`config.mk`:
```
export PLATFORM = sky130hd
export DESIGN_NAME = json_keyed_object_extractor_unit_flat
export DESIGN_NICKNAME = d
export VERILOG_FILES = /design/src/hw/rtl/jkoe_pkg.sv /design/src/hw/rtl/jkoe_in_if.sv /design/src/hw/rtl/jkoe_out_if.sv /design/src/hw/rtl/jkoe_front.sv /design/src/hw/rtl/jkoe_fifo.sv /design/src/hw/rtl/jkoe_back.sv /design/src/hw/rtl/json_keyed_object_extractor_unit.sv /design/src/flat_wrapper.sv
export SDC_FILE = /design/constraint.sdc
export NUM_CORES = 1
export LEC_CHECK = 0
export BUFFER_PORTS_ARGS = -buffer_cell sky130_fd_sc_hd__clkbuf_2
export CAP_MARGIN = 20
export CELL_PAD_IN_SITES_DETAIL_PLACEMENT = 0
export CELL_PAD_IN_SITES_GLOBAL_PLACEMENT = 2
export CORE_ASPECT_RATIO = 1.5
export CORE_UTILIZATION = 25
export CTS_BUF_LIST = sky130_fd_sc_hd__clkbuf_4 sky130_fd_sc_hd__clkbuf_8 sky130_fd_sc_hd__clkbuf_16
export CTS_CLUSTER_DIAMETER = 60
export DETAILED_ROUTE_END_ITERATION = 8
export PLACE_DENSITY = 0.65
export SLEW_MARGIN = 20
export SYNTH_ARGS = -nofsm -noshare
export SYNTH_HDL_FRONTEND = slang
export SYNTH_SLANG_ARGS = --single-unit
```
`constraint.sdc`:
```
create_clock -name i_clk -period 6.65 [get_ports i_clk]
set_input_delay 0.665 -clock i_clk [delete_from_list [all_inputs] [get_ports i_clk]]
set_output_delay 0.665 -clock i_clk [all_outputs]
set_load 0.05 [all_outputs]
```
`src/hw/rtl/jkoe_pkg.sv`:
```
// shared types and constants for the json keyed object extractor
// no dependencies; compiled first, imported by every module of the block

package jkoe_pkg;

    // default values handed to the top-level parameters
    localparam int MAX_KEY_BYTES_DEF = 16;
    localparam int DEPTH_BITS_DEF    = 16;

    // key register file geometry
    localparam int KEY_REG_BYTES = 16;
    localparam int KEY_LEN_W     = 5;
    localparam int CFG_IDX_W     = 2;
    localparam int CFG_DATA_W    = 64;

    // entries of the queue between front and back
    localparam int QUEUE_DEPTH = 2;

    // characters of interest
    localparam logic [7:0] CH_LBRACE = 8'h7B;
    localparam logic [7:0] CH_RBRACE = 8'h7D;
    localparam logic [7:0] CH_QUOTE  = 8'h22;
    localparam logic [7:0] CH_BSLASH = 8'h5C;

    typedef enum logic [CFG_IDX_W-1:0] {
        CFG_KEY_LOW  = 2'd0,
        CFG_KEY_HIGH = 2'd1,
        CFG_KEY_LEN  = 2'd2
    } t_cfg_idx;

    typedef enum logic [1:0] {
        PH_SEEK_KEY   = 2'd0,
        PH_SEEK_BRACE = 2'd1,
        PH_IN_BLOCK   = 2'd2,
        PH_FINISHED   = 2'd3
    } t_phase;

    // one classified byte on its way from front to back
    typedef struct packed {
        logic [7:0] text_byte;
        logic       is_end;
        logic       key_hit;
        logic       is_lbrace;
        logic       is_rbrace;
        logic       is_quote;
        logic       is_bslash;
    } t_token;

endpackage

```
`src/hw/rtl/jkoe_in_if.sv`:
```
// valid/ready channel carrying one byte of json text per beat
// no dependencies

interface jkoe_in_if;
    logic       valid;
    logic       ready;
    logic [7:0] text_byte;
    logic       stream_end;

    modport source (output valid, output text_byte, output stream_end, input ready);
    modport sink   (input valid, input text_byte, input stream_end, output ready);
endinterface

```
`src/hw/rtl/jkoe_out_if.sv`:
```
// valid/ready channel carrying one extracted byte or a status per beat
// no dependencies

interface jkoe_out_if;
    logic       valid;
    logic       ready;
    logic [7:0] block_byte;
    logic       block_done;
    logic       block_failed;

    modport source (output valid, output block_byte, output block_done,
                    output block_failed, input ready);
    modport sink   (input valid, input block_byte, input block_done,
                    input block_failed, output ready);
endinterface

```
`src/hw/rtl/jkoe_front.sv`:
```
// front end: accepts text beats, runs the quoted-key window match, classifies bytes
// depends on jkoe_pkg and jkoe_in_if

module jkoe_front import jkoe_pkg::*; #(
    parameter int MAX_KEY_BYTES = MAX_KEY_BYTES_DEF
) (
    input  logic                  i_clk,
    input  logic                  i_rst_n,
    input  logic [CFG_DATA_W-1:0] i_key_low,
    input  logic [CFG_DATA_W-1:0] i_key_high,
    input  logic [KEY_LEN_W-1:0]  i_key_len,
    jkoe_in_if.sink               i_text,
    output logic                  o_push,
    output t_token                o_token,
    input  logic                  i_push_ready
);

    localparam int LEN_CAP = (MAX_KEY_BYTES < KEY_REG_BYTES) ? MAX_KEY_BYTES : KEY_REG_BYTES;
    localparam int WIN     = LEN_CAP + 2;
    localparam int CNT_W   = $clog2(WIN + 1);
    localparam int ELEN_W  = $clog2(LEN_CAP + 1);

    logic [7:0]        r_win [WIN];
    logic [7:0]        n_win [WIN];
    logic [CNT_W-1:0]  r_cnt;
    logic [CNT_W-1:0]  n_cnt;
    logic              r_found;
    logic              n_found;
    logic [7:0]        key [LEN_CAP];
    logic [ELEN_W-1:0] eff_len;
    logic [LEN_CAP:0]  hit_by_len;
    logic              key_hit;
    logic              accept;

    assign i_text.ready = i_push_ready;
    assign accept       = i_text.valid && i_push_ready;

    // key bytes, first byte in the low bits of the low word
    always_comb begin
        for (int i = 0; i < LEN_CAP; i++) begin
            if (i < 8) begin
                key[i] = i_key_low[8*i +: 8];
            end else begin
                key[i] = i_key_high[8*(i-8) +: 8];
            end
        end
    end

    always_comb begin
        if (i_key_len > KEY_LEN_W'(LEN_CAP)) begin
            eff_len = ELEN_W'(LEN_CAP);
        end else begin
            eff_len = i_key_len[ELEN_W-1:0];
        end
    end

    // window after the current byte shifts in, newest at index 0
    always_comb begin
        n_win[0] = i_text.text_byte;
        for (int p = 1; p < WIN; p++) begin
            n_win[p] = r_win[p-1];
        end
        if (r_cnt == CNT_W'(WIN)) begin
            n_cnt = r_cnt;
        end else begin
            n_cnt = r_cnt + CNT_W'(1);
        end
    end

    // one needle compare per candidate length, then pick the configured one
    always_comb begin
        for (int l = 0; l <= LEN_CAP; l++) begin
            hit_by_len[l] = (n_cnt >= CNT_W'(l + 2)) && (n_win[0] == CH_QUOTE)
                            && (n_win[l+1] == CH_QUOTE);
            for (int i = 0; i < l; i++) begin
                hit_by_len[l] = hit_by_len[l] && (n_win[l-i] == key[i]);
            end
        end
    end

    assign key_hit = !r_found && hit_by_len[eff_len];
    assign n_found = r_found || key_hit;

    always_ff @(posedge i_clk) begin
        if (!i_rst_n) begin
            r_cnt   <= '0;
            r_found <= 1'b0;
        end else if (accept) begin
            if (i_text.stream_end) begin
                r_cnt   <= '0;
                r_found <= 1'b0;
            end else if (!r_found) begin
                r_cnt   <= n_cnt;
                r_found <= n_found;
            end
        end
    end

    // window contents past the fill count are never looked at
    always_ff @(posedge i_clk) begin
        if (accept && !r_found) begin
            r_win <= n_win;
        end
    end

    always_comb begin
        o_push            = accept;
        o_token.text_byte = i_text.text_byte;
        o_token.is_end    = i_text.stream_end;
        o_token.key_hit   = key_hit;
        o_token.is_lbrace = (i_text.text_byte == CH_LBRACE);
        o_token.is_rbrace = (i_text.text_byte == CH_RBRACE);
        o_token.is_quote  = (i_text.text_byte == CH_QUOTE);
        o_token.is_bslash = (i_text.text_byte == CH_BSLASH);
    end

endmodule

```
`src/hw/rtl/jkoe_fifo.sv`:
```
// short token queue that decouples the front end from the back end
// depends on jkoe_pkg

module jkoe_fifo import jkoe_pkg::*; (
    input  logic   i_clk,
    input  logic   i_rst_n,
    input  logic   i_push,
    input  t_token i_token,
    output logic   o_push_ready,
    output logic   o_pop_valid,
    output t_token o_token,
    input  logic   i_pop
);

    localparam int PTR_W = (QUEUE_DEPTH > 1) ? $clog2(QUEUE_DEPTH) : 1;
    localparam int CNT_W = $clog2(QUEUE_DEPTH + 1);

    t_token           r_mem [QUEUE_DEPTH];
    logic [PTR_W-1:0] r_wr;
    logic [PTR_W-1:0] r_rd;
    logic [CNT_W-1:0] r_count;
    logic             do_push;
    logic             do_pop;

    assign o_push_ready = (r_count != CNT_W'(QUEUE_DEPTH));
    assign o_pop_valid  = (r_count != '0);
    assign o_token      = r_mem[r_rd];
    assign do_push      = i_push && o_push_ready;
    assign do_pop       = i_pop && o_pop_valid;

    always_ff @(posedge i_clk) begin
        if (!i_rst_n) begin
            r_wr    <= '0;
            r_rd    <= '0;
            r_count <= '0;
        end else begin
            if (do_push) begin
                r_wr <= (r_wr == PTR_W'(QUEUE_DEPTH - 1)) ? '0 : r_wr + PTR_W'(1);
            end
            if (do_pop) begin
                r_rd <= (r_rd == PTR_W'(QUEUE_DEPTH - 1)) ? '0 : r_rd + PTR_W'(1);
            end
            case ({do_push, do_pop})
                2'b10:   r_count <= r_count + CNT_W'(1);
                2'b01:   r_count <= r_count - CNT_W'(1);
                default: r_count <= r_count;
            endcase
        end
    end

    always_ff @(posedge i_clk) begin
        if (do_push) begin
            r_mem[r_wr] <= i_token;
        end
    end

    a_no_overfill: assert property (@(posedge i_clk) disable iff (!i_rst_n)
        r_count <= CNT_W'(QUEUE_DEPTH))
        else $error("token queue holds more than its depth");

    a_push_has_room: assert property (@(posedge i_clk) disable iff (!i_rst_n)
        i_push |-> o_push_ready)
        else $error("front pushed a token into a full queue");

endmodule

```
`src/hw/rtl/jkoe_back.sv`:
```
// back end: phase machine, string/escape tracking, brace depth, result register
// depends on jkoe_pkg and jkoe_out_if

module jkoe_back import jkoe_pkg::*; #(
    parameter int DEPTH_BITS = DEPTH_BITS_DEF
) (
    input  logic        i_clk,
    input  logic        i_rst_n,
    input  logic        i_tok_valid,
    input  t_token      i_token,
    output logic        o_tok_pop,
    jkoe_out_if.source  o_block
);

    t_phase                r_phase;
    t_phase                n_phase;
    logic                  r_in_str;
    logic                  n_in_str;
    logic                  r_bslash;
    logic                  n_bslash;
    logic [DEPTH_BITS-1:0] r_depth;
    logic [DEPTH_BITS-1:0] n_depth;
    logic                  r_out_valid;
    logic [7:0]            r_out_byte;
    logic                  r_out_done;
    logic                  r_out_fail;
    logic                  res_has;
    logic [7:0]            res_byte;
    logic                  res_done;
    logic                  res_fail;

    assign o_tok_pop = i_tok_valid && (!r_out_valid || o_block.ready);

    always_comb begin
        n_phase  = r_phase;
        n_in_str = r_in_str;
        n_bslash = r_bslash;
        n_depth  = r_depth;
        res_has  = 1'b0;
        res_byte = i_token.text_byte;
        res_done = 1'b0;
        res_fail = 1'b0;
        case (r_phase)
            PH_SEEK_KEY: begin
                if (i_token.key_hit) begin
                    n_phase = PH_SEEK_BRACE;
                end
            end
            PH_SEEK_BRACE: begin
                if (i_token.is_lbrace) begin
                    n_phase  = PH_IN_BLOCK;
                    n_depth  = DEPTH_BITS'(1);
                    n_in_str = 1'b0;
                    n_bslash = 1'b0;
                    res_has  = 1'b1;
                end
            end
            PH_IN_BLOCK: begin
                res_has = 1'b1;
                if (r_in_str) begin
                    if (r_bslash) begin
                        n_bslash = 1'b0;
                    end else if (i_token.is_bslash) begin
                        n_bslash = 1'b1;
                    end else if (i_token.is_quote) begin
                        n_in_str = 1'b0;
                    end
                end else if (i_token.is_quote) begin
                    n_in_str = 1'b1;
                end else if (i_token.is_lbrace) begin
                    if (r_depth == '1) begin
                        res_byte = '0;
                        res_fail = 1'b1;
                        n_phase  = PH_FINISHED;
                    end else begin
                        n_depth = r_depth + DEPTH_BITS'(1);
                    end
                end else if (i_token.is_rbrace) begin
                    if (r_depth != '0) begin
                        n_depth = r_depth - DEPTH_BITS'(1);
                    end
                    if (r_depth <= DEPTH_BITS'(1)) begin
                        res_done = 1'b1;
                        n_phase  = PH_FINISHED;
                    end
                end
            end
            PH_FINISHED: begin
                res_has = 1'b0;
            end
            default: begin
                n_phase = PH_SEEK_KEY;
            end
        endcase
        // end of text: report failure unless the block closed, then start over
        if (i_token.is_end) begin
            if (n_phase != PH_FINISHED) begin
                res_has  = 1'b1;
                res_byte = '0;
                res_done = 1'b0;
                res_fail = 1'b1;
            end
            n_phase  = PH_SEEK_KEY;
            n_in_str = 1'b0;
            n_bslash = 1'b0;
            n_depth  = '0;
        end
    end

    always_ff @(posedge i_clk) begin
        if (!i_rst_n) begin
            r_phase     <= PH_SEEK_KEY;
            r_in_str    <= 1'b0;
            r_bslash    <= 1'b0;
            r_depth     <= '0;
            r_out_valid <= 1'b0;
        end else if (o_tok_pop) begin
            r_phase     <= n_phase;
            r_in_str    <= n_in_str;
            r_bslash    <= n_bslash;
            r_depth     <= n_depth;
            r_out_valid <= res_has;
        end else if (o_block.ready) begin
            r_out_valid <= 1'b0;
        end
    end

    always_ff @(posedge i_clk) begin
        if (o_tok_pop && res_has) begin
            r_out_byte <= res_byte;
            r_out_done <= res_done;
            r_out_fail <= res_fail;
        end
    end

    assign o_block.valid        = r_out_valid;
    assign o_block.block_byte   = r_out_byte;
    assign o_block.block_done   = r_out_done;
    assign o_block.block_failed = r_out_fail;

    a_done_xor_fail: assert property (@(posedge i_clk) disable iff (!i_rst_n)
        r_out_valid |-> !(r_out_done && r_out_fail))
        else $error("result marked both done and failed");

    a_fail_zero_byte: assert property (@(posedge i_clk) disable iff (!i_rst_n)
        (r_out_valid && r_out_fail) |-> (r_out_byte == '0))
        else $error("failure result carries a nonzero byte");

    a_depth_in_block: assert property (@(posedge i_clk) disable iff (!i_rst_n)
        (r_phase == PH_IN_BLOCK) |-> (r_depth != '0))
        else $error("inside a block with zero brace depth");

    a_end_restarts: assert property (@(posedge i_clk) disable iff (!i_rst_n)
        (o_tok_pop && i_token.is_end) |=> (r_phase == PH_SEEK_KEY && r_depth == '0))
        else $error("state not cleared after end of text");

endmodule

```
`src/hw/rtl/json_keyed_object_extractor_unit.sv`:
```
// top level of the json keyed object extractor: config registers, front, queue, back
// depends on jkoe_pkg, jkoe_in_if, jkoe_out_if, jkoe_front, jkoe_fifo, jkoe_back

// The unit scans a json text stream, one byte per beat, for the first literal
// occurrence of the configured key wrapped in double quotes (anywhere, string
// or not), then waits for the next '{' and forwards that brace and every
// following byte until the matching '}' closes the object; that last beat
// carries block_done. Braces inside strings and escaped characters inside
// strings do not count toward depth. If the text ends first, or a '{' arrives
// at the maximum depth (2**DEPTH_BITS - 1), a single beat with block_failed
// set and a zero byte is sent instead; after the byte flagged stream_end all
// scan state returns to reset and the next text starts clean. Throughput is
// one byte per clock while the sink keeps up: the front compares the whole
// needle window against every candidate key length in parallel each cycle,
// and the back updates phase, string flags and depth for each popped byte.
// A result beat passes through the token queue and the registered output
// stage before it is valid on the output. The front and back are joined by
// a two-entry token queue and the output is registered, so when the sink
// stalls, input ready only drops once that queue is full. Keys longer than
// min(MAX_KEY_BYTES, 16) are cut to that length. Config registers
// are written through a plain write port (index 0 key bytes 0-7, index 1 key
// bytes 8-15, index 2 key length) and should only be changed between texts.

module json_keyed_object_extractor_unit import jkoe_pkg::*; #(
    parameter int MAX_KEY_BYTES = MAX_KEY_BYTES_DEF,
    parameter int DEPTH_BITS    = DEPTH_BITS_DEF
) (
    input  logic                  i_clk,
    input  logic                  i_rst_n,
    jkoe_in_if.sink               i_text,
    jkoe_out_if.source            o_block,
    input  logic                  i_cfg_we,
    input  logic [CFG_IDX_W-1:0]  i_cfg_idx,
    input  logic [CFG_DATA_W-1:0] i_cfg_data
);

    // key registers
    logic [CFG_DATA_W-1:0] r_key_low;
    logic [CFG_DATA_W-1:0] r_key_high;
    logic [KEY_LEN_W-1:0]  r_key_len;

    // front to queue
    logic   front_push;
    t_token front_token;
    logic   queue_ready;

    // queue to back
    logic   queue_valid;
    t_token queue_token;
    logic   back_pop;

    // config writes; unused index is dropped
    always_ff @(posedge i_clk) begin
        if (!i_rst_n) begin
            r_key_low  <= '0;
            r_key_high <= '0;
            r_key_len  <= '0;
        end else if (i_cfg_we) begin
            case (t_cfg_idx'(i_cfg_idx))
                CFG_KEY_LOW:  r_key_low  <= i_cfg_data;
                CFG_KEY_HIGH: r_key_high <= i_cfg_data;
                CFG_KEY_LEN:  r_key_len  <= i_cfg_data[KEY_LEN_W-1:0];
                default: begin
                    r_key_len <= r_key_len;
                end
            endcase
        end
    end

    // needle match and byte classification
    jkoe_front #(
        .MAX_KEY_BYTES (MAX_KEY_BYTES)
    ) u_front (
        .i_clk        (i_clk),
        .i_rst_n      (i_rst_n),
        .i_key_low    (r_key_low),
        .i_key_high   (r_key_high),
        .i_key_len    (r_key_len),
        .i_text       (i_text),
        .o_push       (front_push),
        .o_token      (front_token),
        .i_push_ready (queue_ready)
    );

    // decoupling queue, lets the front keep taking beats while the sink stalls
    jkoe_fifo u_fifo (
        .i_clk        (i_clk),
        .i_rst_n      (i_rst_n),
        .i_push       (front_push),
        .i_token      (front_token),
        .o_push_ready (queue_ready),
        .o_pop_valid  (queue_valid),
        .o_token      (queue_token),
        .i_pop        (back_pop)
    );

    // object tracking and the registered result beat
    jkoe_back #(
        .DEPTH_BITS (DEPTH_BITS)
    ) u_back (
        .i_clk       (i_clk),
        .i_rst_n     (i_rst_n),
        .i_tok_valid (queue_valid),
        .i_token     (queue_token),
        .o_tok_pop   (back_pop),
        .o_block     (o_block)
    );

endmodule

```
`src/flat_wrapper.sv`:
```
// flat-port wrapper written by rule: the top's interface ports become plain ports
module json_keyed_object_extractor_unit_flat import jkoe_pkg::*;
#(
    parameter int MAX_KEY_BYTES = MAX_KEY_BYTES_DEF,
    parameter int DEPTH_BITS    = DEPTH_BITS_DEF
)
  (i_clk, i_rst_n, i_cfg_we, i_cfg_idx, i_cfg_data, i_text_valid, i_text_text_byte, i_text_stream_end, i_text_ready, o_block_valid, o_block_block_byte, o_block_block_done, o_block_block_failed, o_block_ready);
  jkoe_in_if i_text_i ();
  jkoe_out_if o_block_i ();
  input  logic i_clk;
  input  logic i_rst_n;
  input  logic i_cfg_we;
  input  logic [CFG_IDX_W-1:0] i_cfg_idx;
  input  logic [CFG_DATA_W-1:0] i_cfg_data;
  input wire logic [$bits(i_text_i.valid)-1:0] i_text_valid;
  input wire logic [$bits(i_text_i.text_byte)-1:0] i_text_text_byte;
  input wire logic [$bits(i_text_i.stream_end)-1:0] i_text_stream_end;
  output wire logic [$bits(i_text_i.ready)-1:0] i_text_ready;
  output wire logic [$bits(o_block_i.valid)-1:0] o_block_valid;
  output wire logic [$bits(o_block_i.block_byte)-1:0] o_block_block_byte;
  output wire logic [$bits(o_block_i.block_done)-1:0] o_block_block_done;
  output wire logic [$bits(o_block_i.block_failed)-1:0] o_block_block_failed;
  input wire logic [$bits(o_block_i.ready)-1:0] o_block_ready;
  assign i_text_i.valid = i_text_valid;
  assign i_text_i.text_byte = i_text_text_byte;
  assign i_text_i.stream_end = i_text_stream_end;
  assign i_text_ready = i_text_i.ready;
  assign o_block_valid = o_block_i.valid;
  assign o_block_block_byte = o_block_i.block_byte;
  assign o_block_block_done = o_block_i.block_done;
  assign o_block_block_failed = o_block_i.block_failed;
  assign o_block_i.ready = o_block_ready;
  json_keyed_object_extractor_unit #(.MAX_KEY_BYTES(MAX_KEY_BYTES), .DEPTH_BITS(DEPTH_BITS)) u_core (.i_clk(i_clk), .i_rst_n(i_rst_n), .i_text(i_text_i), .o_block(o_block_i), .i_cfg_we(i_cfg_we), .i_cfg_idx(i_cfg_idx), .i_cfg_data(i_cfg_data));
endmodule
```
==> metrics.cfg, run 1 <==
[finish]
multi_input_area_um2 = 16400
final_layout_size_suffix_gt1_share_pct = 14.4
final_common_cell = xor2_1
layout_common_cells = 667 x xor2_1, 395 x xnor2_1, 300 x nand2_1
seqCellArea_um2 = 8540
num-fill-cells = 11200
fin_nets = 3046
final_util_pct = 29.3
layoutNonFillerInstCount = 4397
syn_to_final_growth_pct = 16.0

[routing]
drt_iter0_markers = 3189
drc = 0
wl_um = 179000
vias = 25400
drtAntennaViolNets = 0
via_per_inst = 5.78
wl_per_cell_um = 40.8
drt_pass1_iterations = 6

[placed_design]
port_buffers = 91
gp_congestion = 1.12
hpwl_um = 120000
dp_cells = 4292

[floorplan]
initial_core_util_pct = 25.2
fp.dieW_um = 267
die-area_um2 = 106000
io-pin-count = 92
row_count = 145
core_um2 = 104000
die_y_um = 399

[worst_setup_path]
worst-path-buf-inv = 0
critPathSlowestCell = edfxtp_1
crit_type = register to register
critical-path-top-delay-family = simple AND/OR/NAND/NOR gates
critPathCaptureType = register
required_ns = 6.98
path_cells = nor2b_1 -> nor4_1 -> nand4_1 -> a2111oi_0 -> nand4_1 -> o311ai_1 -> nor4_1 -> nor3b_1
ff2ff_path_depth = 8
r2r_start = u_core.u_front.n_win[51]$_DFFE_PP_
cp_max_fo = 9
cp.arrival_ns = 5.13
cp-start-kind = register
cp_slowest_stage_delay_ns = 1.02
crit_start = u_core.u_front.n_win[51]$_DFFE_PP_
path_depth = 8

[timing]
fin_tns_setup_ns = 0
tightest_slew_ns = 1.45
finalClockSkew_ns = 0.0302
period_share_pct = 72.1
final_hold_viol_count = 0
relSlewSlack_pct = 2.76
hold_ws_ns = 0.250
maxSlewViolCount = 0
rsz0062_at_grt = false
fmax_mhz = 209
setup_viol = 0
final.min_clock_period_ns = 4.79

[logic_synthesis]
synthFlopType = edfxtp_1
netlist.area_leader.share_pct = 22.2
yosys_warnings = 0
synth_seq_cells = 339
avgSynthCellArea_um2 = 8.87
synth_nets = 3054
synth_cell_types = 72
syn_area_um2 = 26300
postSynthCellCount = 2962
synth-edff-count = 174
async_reset_ff_share_pct = 0
synth_area_leaders = xor2_1 22%, edfxtp_1 20%, xnor2_1 13%
yosysTopAreaCell = xor2_1
synth_seq_area_share_pct = 32.5

[clock_network]
numCtsBuffers = 48
ctsLongestPathBuffers = 3
htree_levels = 2
cts.reportedPaths.clkPinSlew_ns = 0.06
cts_tree = yes
cts_root_buffer = clkbuf_16
clock_sinks = 339
post_cts_resized = 0
worstSkewPairLatency_ns = 0.66
postCtsSetupBuffers = 0
hold_buffers = 0

[global_routing]
grtUsageTotal_pct = 33.5
grt-ovfl-total = 0
grt_max_degree = 78
grt_pass1_wl_um = 235000
antenna_found_initial = 17
grt_pass1_vias = 24300

[outcome]
status = complete, no violations

[job]
cap_violations = 0

[hold_path]
hold_class = input port to register
hp-start = i_cfg_data[36]
hold_depth = 3

[power_and_ir_drop]
power_density_nw_per_um2 = 307
ir_drop_mv = 0.206
p_leak_nw = 11.6

==> flip-flops by register name, summed over array words and instances (netlist names), named ones only <==
name / count
u_core.u_back.o_block.block_byte: 8
u_core.u_front.r_cnt: 5
u_core.u_fifo.r_mem: 28
u_core.u_back.r_phase: 2
u_core.r_key_len: 5
u_core.u_back.o_block.block_failed: 1
u_core.u_back.o_block.block_done: 1
u_core.u_back.r_depth: 16
u_core.u_back.r_bslash: 1
u_core.u_fifo.r_rd: 1
u_core.u_fifo.r_wr: 1
u_core.u_fifo.r_count: 2
u_core.u_back.r_in_str: 1
u_core.u_front.r_found: 1
u_core.u_back.o_block.valid: 1
u_core.r_key_low: 64
u_core.u_front.n_win: 136
u_core.r_key_high: 64
==> path summary, 6_finish.rpt <==
check	to	slack [ns]
hold reg to reg	u_core.u_front.n_win[88]$_DFFE_PP_	0.45
setup reg to reg	u_core.u_fifo.r_mem[1][4]$_DFFE_PP_	1.86
setup / recovery	u_core.u_fifo.r_mem[1][4]$_DFFE_PP_	1.86
hold / removal	u_core.r_key_high[36]$_SDFFE_PN0P_	0.25
==> layer usage <==
layer	wire length (um)	global-route usage, %
met3	21300	12.9
met4	23100	33.9
met2	72200	47.7
met1	62600	37.3
met5	110	0.458
==> where the power goes <==
part	total, mW	internal [mW]	leakage, nW	switching [mW]
clock network	2.78	1.65	0.835	1.13
logic	3.45	1.12	7.76	2.33
registers	3.14	2.57	3.03	0.567
==> cell type report <==
cell class              count  area share [%]
repair buffers            286            6.32
inverters                  45           0.554
multi-input cells        2234            53.8
clock inverters            26           0.903
well taps                1396            5.73
diodes                      7          0.0575
flip-flops and latches    339            28.0
clock buffers              64            4.59
==> cells by family after synthesis <==
group,synth area share [%]
compound gates,6.96
xor+xnor,35.4
fa+ha+maj,0.571
buf+inv,5.61
flops,32.5
mux,0.776
simple gates,18.2
==> worst min-delay path, stage by stage <==
cell and delay [ns]:
clkbuf_2 0.09, nand2_1 0.04, a21boi_0 0.06
==> per-stage QoR <==
stage                     setup slack [ns]  instance area, um^2  power (mW)
after floorplan                       1.47                26300        4.94
after global placement                2.08                28600        6.39
after detailed placement              2.09                28600        6.37
after CTS                             2.29                30300        9.15
after global routing                  2.03                30500        9.55
final                                 1.86                30500        9.36
==> synthesized netlist by cell type (3+ instances only) <==
cell,instances
o21ai_0,13
edfxtp_1,174
nor3_1,27
or4_1,17
a21oi_1,20
o31ai_1,7
a21boi_0,133
and2_1,4
a221oi_1,7
nor2b_1,42
o221ai_1,3
o2111ai_1,3
nand4_1,148
o22ai_1,14
xor2_1,667
or4b_2,3
nand3_1,25
nor4_1,194
nand2_1,300
clkbuf_1,243
dfxtp_1,165
or2_2,4
a31oi_1,4
inv_1,45
mux2_2,3
a22oi_1,9
a22o_1,3
nor2_2,8
nor4b_1,20
nand2b_1,12
mux2i_1,17
buf_2,4
nor2_1,51
ha_1,12
nand3b_1,4
and3_1,4
or3_1,6
a2111oi_0,11
nor3b_1,4
xnor2_1,395
buf_1,94
No activity file was read; power rests on OpenSTA's default activity.
==> inputs of run 2 (changes only) <==
- ABC_AREA: unset -> 1
- PLACE_DENSITY: 0.65 -> 0.71
- clock period: 6.65 -> 4.19 ns (I/O delays scaled with it)
==> run 2 against run 1 <==
  * Worst hold slack worse by 0.23 ns
  * Global-route usage up 11 points
  * Non-clock buffer count up 202
  * Sequential power up 68%
  * Synthesized cell count up 44%
  * Largest cell class unchanged
==> metrics.cfg, run 2 <==
[outcome]
status = complete, no violations

[worst_setup_path]
ff2ff_path_depth = 15  ; +7
r2r_start = u_core.u_front.n_win[82]$_DFFE_PP_
regToRegEndpoint = u_core.u_front.r_found$_SDFFE_PN0P_
cp.arrival_ns = 4.29  ; -0.84 ns
cp_max_fo = 8  ; -1
critPathCaptureType = register
r2r_slack_ns = 0.48  ; -1.38 ns
required_ns = 4.77  ; -2.21 ns
cp-start-kind = register
crit_type = register to register

[logic_synthesis]
synth_seq_cells = 339  ; unchanged
yosysTopAreaCell = nand2_1
synth_seq_area_share_pct = 30.3  ; -2.1 points
synth_common_cells = 1,417 x nand2_1, 512 x nor2_1, 374 x xnor2_1, 251 x inv_1, 210 x nand4_1
synth_nets = 4365  ; +43%
postSynthCellCount = 4273  ; +44%
synth-edff-count = 174  ; unchanged
synthFlopType = edfxtp_1
synthSimpleGateAreaFrac_pct = 33.7  ; +16 points
synth_area_leaders = nand2_1 19%, edfxtp_1 19%, dfxtp_1 12%
async_reset_ff_share_pct = 0  ; unchanged
synth.mux.area_fraction_pct = 0.0712  ; -0.70 points
synth_xor_area_share_pct = 17.5  ; -18 points
synthAdderAreaFrac_pct = 0.534  ; -0.037 points
synth_top_family_by_area = simple AND/OR/NAND/NOR gates
synth_cell_types = 47  ; -35%
yosys_warnings = 0  ; unchanged
syn_area_um2 = 28100  ; +6.9%
synth-compound-area-share_pct = 8.53  ; +1.6 points
avgSynthCellArea_um2 = 6.58  ; -26%
netlist.area_leader.share_pct = 18.9  ; -3.3 points
synth.most_common_cell = nand2_1

[timing]
maxSlewViolCount = 0  ; unchanged
final_hold_viol_count = 0  ; unchanged
fmax_mhz = 270  ; +29%
period_share_pct = 88.5  ; +16 points
fin_tns_setup_ns = 0  ; unchanged
relSlewSlack_pct = 24.3  ; +21 points
final.min_clock_period_ns = 3.71  ; -1.08 ns
finalClockSkew_ns = 0.0233  ; -0.00689 ns
rsz0062_at_grt = false
setup_viol = 0  ; unchanged
timing.final.ws_setup_ns = 0.481  ; -1.38 ns
tightest_slew_ns = 1.13  ; -0.311 ns

[finish]
syn_to_final_growth_pct = 19.5
largest_reg_flops = 136  ; unchanged
num-fill-cells = 12600  ; +12%
layout_common_cells = 1,417 x nand2_1, 508 x nor2_1, 374 x xnor2_1
seqCellArea_um2 = 8530  ; -0.10%
fin_nets = 4577  ; +50%
multi_input_area_um2 = 17000  ; +3.5%
final_common_cell = nand2_1
final_layout_size_suffix_gt1_share_pct = 13.0  ; -1.4 points

[placed_design]
port_buffers = 91  ; unchanged
hpwl_um = 203000  ; +70%
gp_congestion = 1.07  ; -4.4%
dp_slack_ns = 0.767  ; -1.32 ns

[clock_network]
numCtsBuffers = 46  ; -4.2%
cts_tree = yes
postCtsSetupBuffers = 0  ; unchanged
clock_sinks = 339  ; unchanged
htree_levels = 2  ; unchanged
ctsLongestPathBuffers = 3  ; unchanged
cts_root_buffer = clkbuf_16
worstSkewPairLatency_ns = 0.66  ; about the same
cts.reportedPaths.clkPinSlew_ns = 0.06  ; about the same

[routing]
drt_iter0_markers = 4189  ; +31%
drc = 0  ; unchanged
via_per_inst = 5.58  ; -3.5%
drt_pass1_iterations = 6  ; unchanged
drtAntennaViolNets = 0  ; unchanged
vias = 33400  ; +31%
wl_per_cell_um = 42.9  ; +5.3%
wl_um = 257000  ; +43%

[power_and_ir_drop]
seqPwrFrac_pct = 28.7  ; -4.8 points
ir_drop_mv = 0.416  ; +100%
netSwitchingFraction_pct = 51.0  ; +8.0 points
switchingPower_mw = 9.40  ; +130%
p_int_mw = 9.02  ; +69%
power_density_nw_per_um2 = 548  ; +78%
p_leak_nw = 13.7  ; +18%
combPwrFrac_pct = 48.6  ; +12 points
clockPowerShare_pct = 22.7  ; -7.0 points

[hold_path]
whs_endpoint = u_core.r_key_high[40]$_SDFFE_PN0P_
hold_depth = 3  ; unchanged
hp-start = i_cfg_data[40]
hold_class = input port to register

[global_routing]
grt-ovfl-total = 0  ; unchanged
grt_pass1_vias = 32300  ; +33%
grtUsageTotal_pct = 44.8  ; +11 points
antenna_found_initial = 18  ; +1
grt_max_degree = 100  ; +28%
grt_pass1_wl_um = 329000  ; +40%

[floorplan]
die_y_um = 413  ; +3.4%
initial_core_util_pct = 25.2  ; -0.027 points
core_um2 = 111000  ; +7.1%
die-area_um2 = 114000  ; +6.9%
row_count = 150  ; +3.4%
io-pin-count = 92  ; unchanged
fp.dieW_um = 276  ; +3.4%

[job]
cap_violations = 0  ; unchanged

-- run 2: how the worst max path moves through the flow --
stage          cells past startpoint                                  end  slack, ns                                   from
5_1_grt                           15  u_core.u_front.r_found$_SDFFE_PN0P_       0.58     u_core.u_front.n_win[82]$_DFFE_PP_
3_3_place_gp                      16  u_core.u_front.r_found$_SDFFE_PN0P_       0.67      u_core.r_key_low[18]$_SDFFE_PN0P_
6_report                          15  u_core.u_front.r_found$_SDFFE_PN0P_       0.48     u_core.u_front.n_win[82]$_DFFE_PP_
3_5_place_dp                      16  u_core.u_front.r_found$_SDFFE_PN0P_       0.77      u_core.r_key_low[18]$_SDFFE_PN0P_
4_1_cts                           16  u_core.u_front.r_found$_SDFFE_PN0P_       0.73      u_core.r_key_low[18]$_SDFFE_PN0P_
2_1_floorplan                      4    u_core.u_front.n_win[0]$_DFFE_PP_       0.69  u_core.u_fifo.r_count[0]$_SDFFE_PN0P_
-- run 2: cell families (layout without fill, tap and decap cells) --
logic type | count (synthesis) | after routing
other cells | 0 | 13
compound gates | 443 | 443
flops | 339 | 339
xor+xnor | 560 | 560
fa+ha+maj | 12 | 12
buf+inv | 607 | 857
mux | 2 | 2
simple gates | 2310 | 2310
-- run 2: area by class of cell --
cell class	instances	area share (%)
clock inverter	25	0.797
timing repair buffer	488	10.7
inverter	283	3.17
antenna	13	0.0969
tap	1444	5.38
clock buffer	61	3.89
multi-input combinational	3327	50.5
sequential	339	25.4
-- run 2: power by group through the flow --
stage	Clock (mW)	Combinational (mW)	Sequential, mW
2_1_floorplan	0	4.55	4.66
3_3_place_gp	0	8.61	5.30
3_5_place_dp	0	8.58	5.29
4_1_cts	4.26	8.62	5.23
5_1_grt	4.33	9.09	5.29
6_report	4.18	8.96	5.28
-- run 2: through the flow --
step / instances / utilization [%] / power [mW] / hold slack, ns / cell area, um^2
after floorplan: 4273 / - / 9.22 / 0.421 / 28100
after global placement: 5865 / 28.5 / 13.9 / 0.436 / 31800
after detailed placement: 5865 / 28.5 / 13.9 / 0.443 / 31800
after CTS: 5967 / 30.1 / 18.1 / 0.000171 / 33600
after global routing: 5971 / 30.1 / 18.7 / 0.0394 / 33600
final: 5980 / 30.1 / 18.4 / 0.0241 / 33600
-- run 2: what timing repair did --
action                                 4_1_cts  5_1_grt
endpoints found under the hold margin       30        0
resized for setup                            0        0
hold buffers                                16        0
setup endpoints to repair                    0        0
-- run 2: routing by layer --
metal / track usage (%) / wire length [um] / vias up
li1: - / - / 14100
met1: 47.7 / 89600 / 16300
met2: 71.0 / 115000 / 2137
met3: 8.54 / 17500 / 849
met4: 48.6 / 34300 / 6
met5: 0 / 37 / -
-- run 2: critical path, stage by stage, from the launching register on --
cell and delay (ns):
edfxtp_1 0.81, xor2_1 0.14, nor2_1 0.57, nand2_1 0.33, nor2_1 0.19, nand2_1 0.16
nor2_1 0.40, buf_4 0.20, nand3_1 0.06, nand3_1 0.07, nand3_1 0.07, a21oi_1 0.18
nand2_1 0.14, nand2_1 0.12, nand2_1 0.05, a21oi_1 0.13
